===== src/rtl/hsvr_pkg.sv =====
// hsvr_pkg: widths, reciprocal constants and helpers for the hsv to rgb pipeline
// used by hsvr_datapath and hsv_to_rgb_permille; no dependencies
`timescale 1ns / 1ps

package hsvr_pkg;

   localparam int IN_W    = 16;
   localparam int LEVEL_W = 10;
   localparam int SECT_W  = 3;
   localparam int WITHIN_W = 6;

   localparam logic [LEVEL_W-1:0] UNIT_MAX   = 10'd1000;
   localparam logic [6:0]         SECTOR_DEG = 7'd60;

   // floor(n / 60) = (n * RECIP60) >> RECIP60_SH, exact for n < 2**16
   localparam logic [17:0] RECIP60    = 18'd139811;
   localparam int          RECIP60_SH = 23;
   // floor(n / 1000) = (n * RECIP1000) >> RECIP1000_SH, exact for n <= 10**6
   localparam logic [20:0] RECIP1000    = 21'd1073742;
   localparam int          RECIP1000_SH = 30;
   // floor(n / 6) = (n * RECIP6) >> RECIP6_SH, exact for n < 2**11
   localparam logic [10:0] RECIP6    = 11'd1366;
   localparam int          RECIP6_SH = 13;

   localparam logic [SECT_W-1:0] SECT_RED_GRN = 3'd0;
   localparam logic [SECT_W-1:0] SECT_GRN_RED = 3'd1;
   localparam logic [SECT_W-1:0] SECT_GRN_BLU = 3'd2;
   localparam logic [SECT_W-1:0] SECT_BLU_GRN = 3'd3;
   localparam logic [SECT_W-1:0] SECT_BLU_RED = 3'd4;

   typedef struct packed {
      logic [LEVEL_W-1:0] red;
      logic [LEVEL_W-1:0] green;
      logic [LEVEL_W-1:0] blue;
   } rgb_type;

   function automatic logic [LEVEL_W-1:0] clamp_in(input logic [IN_W-1:0] v);
      clamp_in = (v > IN_W'(UNIT_MAX)) ? UNIT_MAX : v[LEVEL_W-1:0];
   endfunction

   function automatic logic [LEVEL_W-1:0] clamp_sum(input logic [LEVEL_W:0] v);
      clamp_sum = (v > {1'b0, UNIT_MAX}) ? UNIT_MAX : v[LEVEL_W-1:0];
   endfunction

endpackage


===== src/rtl/hsv_to_rgb_permille.sv =====
// hsv_to_rgb_permille: converts hue, saturation and value to rgb levels
// depends on hsvr_pkg and hsvr_datapath
// throughput one item per cycle while no result waits under rsp_stall
// the five-stage datapath holds as a whole while a result waits under rsp_stall
// reset: synchronous, active high, clears all stage valid bits; data registers are not reset
`timescale 1ns / 1ps

module hsv_to_rgb_permille (
   input  logic        clock,
   input  logic        reset,
   input  logic        req_valid,
   output logic        req_stall,
   input  logic [15:0] req_hue_degrees,
   input  logic [15:0] req_sat_permille,
   input  logic [15:0] req_val_permille,
   output logic        rsp_valid,
   input  logic        rsp_stall,
   output logic [9:0]  rsp_red_level,
   output logic [9:0]  rsp_green_level,
   output logic [9:0]  rsp_blue_level
);

   logic              pipe_en;
   hsvr_pkg::rgb_type rgb;

   // the pipe moves unless the output register holds an untaken result
   assign pipe_en   = !rsp_valid || !rsp_stall;
   assign req_stall = !pipe_en;

   hsvr_datapath u_datapath (
      .clock     (clock),
      .reset     (reset),
      .enable    (pipe_en),
      .in_valid  (req_valid),
      .hue       (req_hue_degrees),
      .sat       (req_sat_permille),
      .val       (req_val_permille),
      .out_valid (rsp_valid),
      .out_rgb   (rgb)
   );

   assign rsp_red_level   = rgb.red;
   assign rsp_green_level = rgb.green;
   assign rsp_blue_level  = rgb.blue;

endmodule


===== src/rtl/hsvr_datapath.sv =====
// hsvr_datapath: five-stage hsv to rgb datapath with valid bits per stage
// depends on hsvr_pkg; advances all stages together on enable
`timescale 1ns / 1ps

module hsvr_datapath (
   input  logic                         clock,
   input  logic                         reset,
   input  logic                         enable,
   input  logic                         in_valid,
   input  logic [hsvr_pkg::IN_W-1:0]    hue,
   input  logic [hsvr_pkg::IN_W-1:0]    sat,
   input  logic [hsvr_pkg::IN_W-1:0]    val,
   output logic                         out_valid,
   output hsvr_pkg::rgb_type            out_rgb
);

   localparam int LW = hsvr_pkg::LEVEL_W;

   logic [4:0] valid_ff, valid_in;

   // stage 1: clamp, hue / 60, value * saturation
   logic [hsvr_pkg::IN_W-1:0] s1_hue_ff;
   logic [10:0]               s1_q60_ff, s1_q60_in;
   logic [LW-1:0]             s1_val_ff, s1_val_in, s1_sat_in;
   logic [19:0]               s1_vs_ff, s1_vs_in;
   logic [33:0]               s1_q60_prod;

   // stage 2: within sector, q60 / 6, chroma
   logic [hsvr_pkg::WITHIN_W-1:0] s2_within_ff, s2_within_in;
   logic [10:0]                   s2_q60_ff;
   logic [7:0]                    s2_q6_ff, s2_q6_in;
   logic [LW-1:0]                 s2_chroma_ff, s2_chroma_in, s2_val_ff;
   logic [40:0]                   s2_chroma_prod;
   logic [21:0]                   s2_q6_prod;
   logic [15:0]                   s2_q60_x60;

   // stage 3: sector, chroma * distance, offset
   logic [hsvr_pkg::SECT_W-1:0] s3_sector_ff, s3_sector_in;
   logic [15:0]                 s3_cd_ff, s3_cd_in;
   logic [LW-1:0]               s3_chroma_ff, s3_offset_ff, s3_offset_in;
   logic [10:0]                 s3_q6_x6;
   logic [6:0]                  s3_dist;

   // stage 4: secondary component
   logic [hsvr_pkg::SECT_W-1:0] s4_sector_ff;
   logic [LW-1:0]               s4_chroma_ff, s4_offset_ff, s4_second_ff, s4_second_in;
   logic [33:0]                 s4_second_prod;

   // stage 5: channel select, offset add, clamp
   hsvr_pkg::rgb_type s5_rgb_ff, s5_rgb_in;
   logic [LW-1:0]     r_sel, g_sel, b_sel;

   always_comb begin
      valid_in = {valid_ff[3:0], in_valid};
   end

   always_comb begin
      s1_sat_in   = hsvr_pkg::clamp_in(sat);
      s1_val_in   = hsvr_pkg::clamp_in(val);
      s1_q60_prod = hue * hsvr_pkg::RECIP60;
      s1_q60_in   = s1_q60_prod[hsvr_pkg::RECIP60_SH +: 11];
      s1_vs_in    = s1_val_in * s1_sat_in;
   end

   always_comb begin
      s2_q60_x60     = 16'(s1_q60_ff * 6'd60);
      s2_within_in   = 6'(s1_hue_ff - s2_q60_x60);
      s2_q6_prod     = s1_q60_ff * hsvr_pkg::RECIP6;
      s2_q6_in       = s2_q6_prod[hsvr_pkg::RECIP6_SH +: 8];
      s2_chroma_prod = s1_vs_ff * hsvr_pkg::RECIP1000;
      s2_chroma_in   = s2_chroma_prod[hsvr_pkg::RECIP1000_SH +: LW];
   end

   always_comb begin
      s3_q6_x6     = 11'(s2_q6_ff * 3'd6);
      s3_sector_in = 3'(s2_q60_ff - s3_q6_x6);
      // odd sectors count down toward the next primary
      s3_dist      = s3_sector_in[0] ? (hsvr_pkg::SECTOR_DEG - 7'(s2_within_ff))
                                     : 7'(s2_within_ff);
      s3_cd_in     = 16'(s2_chroma_ff * s3_dist);
      s3_offset_in = (s2_chroma_ff <= s2_val_ff) ? (s2_val_ff - s2_chroma_ff) : '0;
   end

   always_comb begin
      s4_second_prod = s3_cd_ff * hsvr_pkg::RECIP60;
      s4_second_in   = s4_second_prod[hsvr_pkg::RECIP60_SH +: LW];
   end

   always_comb begin
      case (s4_sector_ff)
         hsvr_pkg::SECT_RED_GRN: begin
            r_sel = s4_chroma_ff; g_sel = s4_second_ff; b_sel = '0;
         end
         hsvr_pkg::SECT_GRN_RED: begin
            r_sel = s4_second_ff; g_sel = s4_chroma_ff; b_sel = '0;
         end
         hsvr_pkg::SECT_GRN_BLU: begin
            r_sel = '0; g_sel = s4_chroma_ff; b_sel = s4_second_ff;
         end
         hsvr_pkg::SECT_BLU_GRN: begin
            r_sel = '0; g_sel = s4_second_ff; b_sel = s4_chroma_ff;
         end
         hsvr_pkg::SECT_BLU_RED: begin
            r_sel = s4_second_ff; g_sel = '0; b_sel = s4_chroma_ff;
         end
         default: begin
            r_sel = s4_chroma_ff; g_sel = '0; b_sel = s4_second_ff;
         end
      endcase
      s5_rgb_in.red   = hsvr_pkg::clamp_sum({1'b0, r_sel} + {1'b0, s4_offset_ff});
      s5_rgb_in.green = hsvr_pkg::clamp_sum({1'b0, g_sel} + {1'b0, s4_offset_ff});
      s5_rgb_in.blue  = hsvr_pkg::clamp_sum({1'b0, b_sel} + {1'b0, s4_offset_ff});
   end

   always_ff @(posedge clock) begin
      if (reset) begin
         valid_ff <= '0;
      end else if (enable) begin
         valid_ff <= valid_in;
      end
   end

   always_ff @(posedge clock) begin
      if (enable) begin
         s1_hue_ff    <= hue;
         s1_q60_ff    <= s1_q60_in;
         s1_val_ff    <= s1_val_in;
         s1_vs_ff     <= s1_vs_in;
         s2_within_ff <= s2_within_in;
         s2_q60_ff    <= s1_q60_ff;
         s2_q6_ff     <= s2_q6_in;
         s2_chroma_ff <= s2_chroma_in;
         s2_val_ff    <= s1_val_ff;
         s3_sector_ff <= s3_sector_in;
         s3_cd_ff     <= s3_cd_in;
         s3_chroma_ff <= s2_chroma_ff;
         s3_offset_ff <= s3_offset_in;
         s4_sector_ff <= s3_sector_ff;
         s4_chroma_ff <= s3_chroma_ff;
         s4_offset_ff <= s3_offset_ff;
         s4_second_ff <= s4_second_in;
         s5_rgb_ff    <= s5_rgb_in;
      end
   end

   assign out_valid = valid_ff[4];
   assign out_rgb   = s5_rgb_ff;

endmodule

===== config.mk =====
export PLATFORM = sky130hd
export DESIGN_NAME = hsv_to_rgb_permille
export DESIGN_NICKNAME = d
export VERILOG_FILES = /design/src/rtl/hsvr_pkg.sv /design/src/rtl/hsv_to_rgb_permille.sv /design/src/rtl/hsvr_datapath.sv
export SDC_FILE = /design/constraint.sdc
export NUM_CORES = 1
export LEC_CHECK = 0
export BUFFER_PORTS_ARGS = -buffer_cell sky130_fd_sc_hd__buf_2
export CAP_MARGIN = 20
export CORE_MARGIN = 4
export CORE_UTILIZATION = 60
export CTS_CLUSTER_DIAMETER = 200
export CTS_CLUSTER_SIZE = 10
export DETAILED_ROUTE_END_ITERATION = 6
export PLACE_DENSITY = 0.77
export SYNTH_ARGS = -nofsm -noshare
export SYNTH_HDL_FRONTEND = slang
export SYNTH_SLANG_ARGS = --single-unit
export TNS_END_PERCENT = 5

===== constraint.sdc =====
create_clock -name clock -period 8.86 [get_ports clock]
set_input_delay 1.772 -clock clock [delete_from_list [all_inputs] [get_ports clock]]
set_output_delay 1.772 -clock clock [all_outputs]
set_load 0.05 [all_outputs]

# [Word level (Yosys, flattened, before mapping)]
# Index checks and enable logic that the tools add are counted.
[word_totals] reg_bits=191 inputBits=52
[op_classes] addsub=7 multipliers=8 magnitude_cmp=6 eq_ne=4 n_mux=6 reduce_logical=11
[ops] cell="$pmux W10 S2" count=3
[ops] cell="$mul A20 B20 Y39 const B" count=1
[ops] cell="$mul A16 B18 Y34 const B" count=1
[ops] cell="$add A10 B10 Y11" count=3
[ops] cell="$gt A11 B10 Y1 const B" count=3
[ops] cell="$mul A16 B18 Y33 const B" count=1
[ops] cell="$gt A16 B10 Y1 const B" count=2
[ops] cell="$mul A10 B10 Y20" count=1
[ops] cell="$mul A11 B10 Y20 const B" count=1
[ops] cell="$mux W10" count=2
[ops] cell="$mul A10 B7 Y16" count=1
[ops] cell="$reduce_or A2 Y1" count=6
[ops] cell="$mul A11 B4 Y4 const B" count=1
[ops] cell="$le A10 B10 Y1" count=1
[ops] cell="$sub A10 B10 Y10" count=1
[ops] cell="$mul A8 B2 Y2 const B" count=1
[ops] cell="$mux W7" count=1
[ops] cell="$sub A6 B6 Y7 const A" count=1
[ops] cell="$eq A3 B2 Y1 const B" count=2
[ops] cell="$sub A6 B6 Y6" count=1
[ops] cell="$eq A3 B1 Y1 const B" count=1
[ops] cell="$eq A3 B3 Y1 const B" count=1
[ops] cell="$logic_not A1 Y1" count=3
[ops] cell="$logic_not A3 Y1" count=1
[ops] cell="2 further kinds" count=2

# [Longest topological paths before layout]
[logic_depth] depth_word=5 ltp_mapped=24 ltp_nobuf=24

# [By module]
# From an unflattened synthesis, not the netlist that was laid out.
[unflattened] hier_cells=2480 area_unflattened_um2=25580.8
[modules_own_cells] mod="hsvr_datapath" instances=1 cells_each=2478 area_each_um2=25570.8 seq_area_each_um2=5505.3
[modules_own_cells] mod="hsv_to_rgb_permille" instances=1 cells_each=2 area_each_um2=10.0 seq_area_each_um2=0.0

# [Least setup slack after synthesis]
# No wires, ideal clock.
[synth_timing] kind="input port to output port" from="in rsp_stall" to="out req_stall" t_arrival_ps=7298 slack_ps=-210 stages=2 path_cell_list="nand2_1 -> inv_1"
[synth_between] elab_chain_len=3
[synth_rtl] item="start: declaration" line_no="hsv_to_rgb_permille.sv:17" rtl="input logic rsp_stall,"
[synth_rtl] item="$logic_not A1 Y1" line_no="hsv_to_rgb_permille.sv:27" rtl="assign pipe_en = !rsp_valid || !rsp_stall;"
[synth_rtl] item="$logic_or A1 B1 Y1" line_no="hsv_to_rgb_permille.sv:27"
[synth_rtl] item="$logic_not A1 Y1" line_no="hsv_to_rgb_permille.sv:28" rtl="assign req_stall = !pipe_en;"
[synth_rtl] item="end: declaration" line_no="hsv_to_rgb_permille.sv:12" rtl="output logic req_stall,"
# No other way between the ends.

# [Worst setup path after layout]
[layout_timing] from="in req_sat_permille[13]" to="reg u_datapath.s1_vs_ff[18], data pin"
[layout_between] elab_chain_len=3
[layout_rtl] item="start: declaration" line_no="hsv_to_rgb_permille.sv:14" rtl="input logic [15:0] req_sat_permille,"
[layout_rtl] item="$gt A16 B10 Y1" line_no="hsvr_pkg.sv:38" rtl="clamp_in = (v > IN_W'(UNIT_MAX)) ? UNIT_MAX : v[LEVEL_W-1:0];"
[layout_rtl] item="$mux W10" line_no="hsvr_pkg.sv:38"
[layout_rtl] item="$mul A10 B10 Y20" line_no="hsvr_datapath.sv:62" rtl="s1_vs_in = s1_val_in * s1_sat_in;"
[layout_rtl] item="named net u_datapath.s1_vs_in[18]" line_no="hsvr_datapath.sv:25" rtl="logic [19:0] s1_vs_ff, s1_vs_in;"
[layout_rtl] item="end signal: assignment" line_no="hsvr_datapath.sv:128" rtl="s1_vs_ff <= s1_vs_in;"
[layout_rtl] item="end: declaration" line_no="hsvr_datapath.sv:25"
# The timed path passes the listed nets, and every way through them passes these cells.
# A chain may end at the register's enable or synchronous reset.

==> results.cfg <==
[status]
status = complete, no violations

[floorplanning]
initial_core_util = 0.607
die_width_um = 214
row_count = 75
chipHeight_um = 214
die_area_um2 = 45800
ios = 84
core_area_um2 = 41900

[layout]
nets = 3466
multi_input_area_um2 = 18000
drive_above_1_share = 0.0632
seqCellArea_um2 = 5510
fill_cells = 3266
syn_to_final_growth_pct = 6.76

[worst_setup_path]
cp_max_fo = 15
crit_cells = 22
path_common_cell = fa_1
max_stage_delay_ns = 0.55
cp.buffers_inverters = 4
critPathTopFamily = adder cells
cp.required_ns = 9.08
r2r_cells = 21
cp_slowest_cell = fa_1
ff2ff_setup_slack_ns = 2.57
crit_type = input port to register
path_cells = buf_2 > nor4_1 > nand2_1 > nor2_1 > and2_1 > nand2_1 > fa_1 > inv_1 > fa_1 > inv_1 > fa_1 > fa_1 > inv_1 > fa_1 > ha_1 > a21o_1 > a31o_1 > a211oi_2 > a21oi_1 > a311o_1 > a21oi_1 > xnor2_1
crit_path_start_kind = input port
endpoint_kind = register
worstPathArrival_ns = 7.83

[sta]
slew_headroom = 0.350
post-route-period-util = 0.859
hold_viol = 0
period_needed_ns = 7.61
max_freq_ghz = 0.131
setup_viol = 0
fin_setup_tns_ns = 0
slew_viol_final = 0
worstMarginPinSlew_ns = 0.974
rsz0062_at_grt = false
skew_ns = 0.0121

[logic_synthesis]
synth-seq-area-share = 0.216
ys_ff_latch = 185
synth_area_leader_cell = ha_1
synth_area_leaders = ha_1 (28%), fa_1 (22%), edfxtp_1 (21%)
synth_top_area_frac = 0.281
syn_area_per_cell_um2 = 10.3
synth_edf_count = 180
async_flop_share = 0
yosysUniqueCellTypes = 69
ys.flop_type = edfxtp_1
syn_nets = 3377
syn_area_um2 = 25500
yosysMostFrequentCell = ha_1
synth_commonest_cells = ha_1 (572), inv_1 (505), fa_1 (274)
syn_inst = 2479
synth_warnings = 0

[routing]
dr.pass1.iters = 5
totalWireLength_um = 51700
ant_nets = 0
drc_errors = 0
vias_per_cell = 5.56
vias = 17400
wl_per_cell_um = 16.6
first_iter_violations = 793

[global_routing]
grt_pass1_vias = 18400
grt_pass1_wl_um = 89200
overflow = 0
grt_max_degree = 134
antenna_found_initial = 1
track_usage = 0.236

[place]
dp_hpwl_um = 43500
port_buffers = 83
gp_congestion = 0.896

[cts]
post_cts_buffers = 0
postCtsHoldBufs = 0
cts.clk_slew.worst_paths_ns = 0.08
cts_tree = built
cts-root-buf = clkbuf_16
insertion_delay_ns = 0.46
cts_buffers = 17
ctsLongestPathBuffers = 2
cts_max_level = 4
ctsResizeCount = 0
cts_sinks = 185

[run]
max-cap-violations = 0

[hold_path]
hold_path_depth = 0
hold_class = register to register
==> layer usage <==
metal	vias to the layer above	share of wire	track usage
met4	0	0.030	0.0735
met1	8351	0.43	0.307
met5	-	0	0
met3	103	0.047	0.0373
met2	441	0.50	0.411
li1	8455	-	-
==> metrics by stage <==
stage	hold slack, ns	utilization	instances	instance area (um^2)	worst slack [ns]
after floorplan	0.400	-	2479	25500	1.35
after global placement	0.401	0.633	3088	26600	0.878
after detailed placement	0.405	0.633	3088	26600	0.753
after CTS	0.420	0.648	3120	27200	1.25
after global routing	0.418	0.648	3121	27200	0.874
final	0.423	0.648	3121	27200	1.25
==> logic make-up (layout without fill, tap and decap cells) <==
group	Yosys count	after routing	share of synthesized area
AO/OA/AOI/OAI	296	296	0.0780
flip-flops	185	185	0.216
multiplexers	12	12	0.00525
other	0	1	0
AND/OR/NAND/NOR	507	507	0.0909
adder cells (fa/ha/maj)	846	846	0.496
buffers and inverters	530	632	0.0781
XOR/XNOR	103	103	0.0354
==> area by class of cell <==
cell class / instances / share of cell area
antenna: 1 / 0.0000920
tap: 539 / 0.0248
sequential: 185 / 0.202
multi-input combinational: 1764 / 0.662
inverter: 508 / 0.0702
clock inverter: 15 / 0.00750
clock buffer: 17 / 0.0156
timing repair buffer: 92 / 0.0178
==> cell usage in the layout (no fill, tap or decap), types with 6 or more instances in the layout <==
cell       instances
nor3_1            25
clkbuf_16         17
a21oi_1           99
o21ai_0           30
and3_1             7
nand2b_1          21
a31oi_1            6
xor2_1            28
fa_1             274
nor3b_1            8
edfxtp_1         180
buf_4              9
xnor2_1           75
o21bai_1           7
or2_2             10
a211oi_1          11
nand2_1          193
o21ai_1           13
nand3_1           23
buf_2             83
ha_1             572
a32o_1             8
nor2b_1           24
a31o_2             6
nand4_1           13
inv_1            505
a21o_1            33
nor2_1           140
a22o_1            22
and2_1            19
mux2_2            11
o21a_1            13
or3_1              7
==> state kept, by name (all words and copies together) (netlist names), 5 cells and up <==
name and count:
u_datapath.s4_chroma_ff 10, u_datapath.s3_cd_ff 16, u_datapath.s2_chroma_ff 10, u_datapath.out_rgb 30
u_datapath.s1_hue_ff 6, u_datapath.valid_ff 5, u_datapath.s1_val_ff 10, u_datapath.s4_second_ff 10
u_datapath.s3_offset_ff 10, u_datapath.s2_val_ff 10, u_datapath.s1_q60_ff 11, u_datapath.s2_within_ff 6
u_datapath.s1_vs_ff 20, u_datapath.s4_offset_ff 10, u_datapath.s3_chroma_ff 10
==> worst register-to-register path, stage by stage, from the launching register on <==
cell      delay [ns]
edfxtp_1        0.59
ha_1            0.38
ha_1            0.14
inv_1           0.09
fa_1            0.56
inv_1           0.05
ha_1            0.27
inv_1           0.06
fa_1            0.54
inv_1           0.06
fa_1            0.56
fa_1            0.43
ha_1            0.36
a21oi_1         0.14
o21ai_1         0.09
a221oi_1        0.29
o41ai_1         0.16
a22o_1          0.30
a211o_1         0.32
a41oi_1         0.38
a21oi_1         0.14
xor2_1          0.16
==> worst paths after layout <==
path / from / end
min reg2reg: u_datapath.s3_offset_ff[0] / u_datapath.s4_offset_ff[0]
max: req_sat_permille[13] / u_datapath.s1_vs_ff[18]
max reg2reg: u_datapath.s1_vs_ff[4] / u_datapath.s2_chroma_ff[9]
min: u_datapath.s3_offset_ff[0] / u_datapath.s4_offset_ff[0]
Power is not shown: default switching activity piles up to over one toggle a cycle in this logic, so the estimate is an artifact.
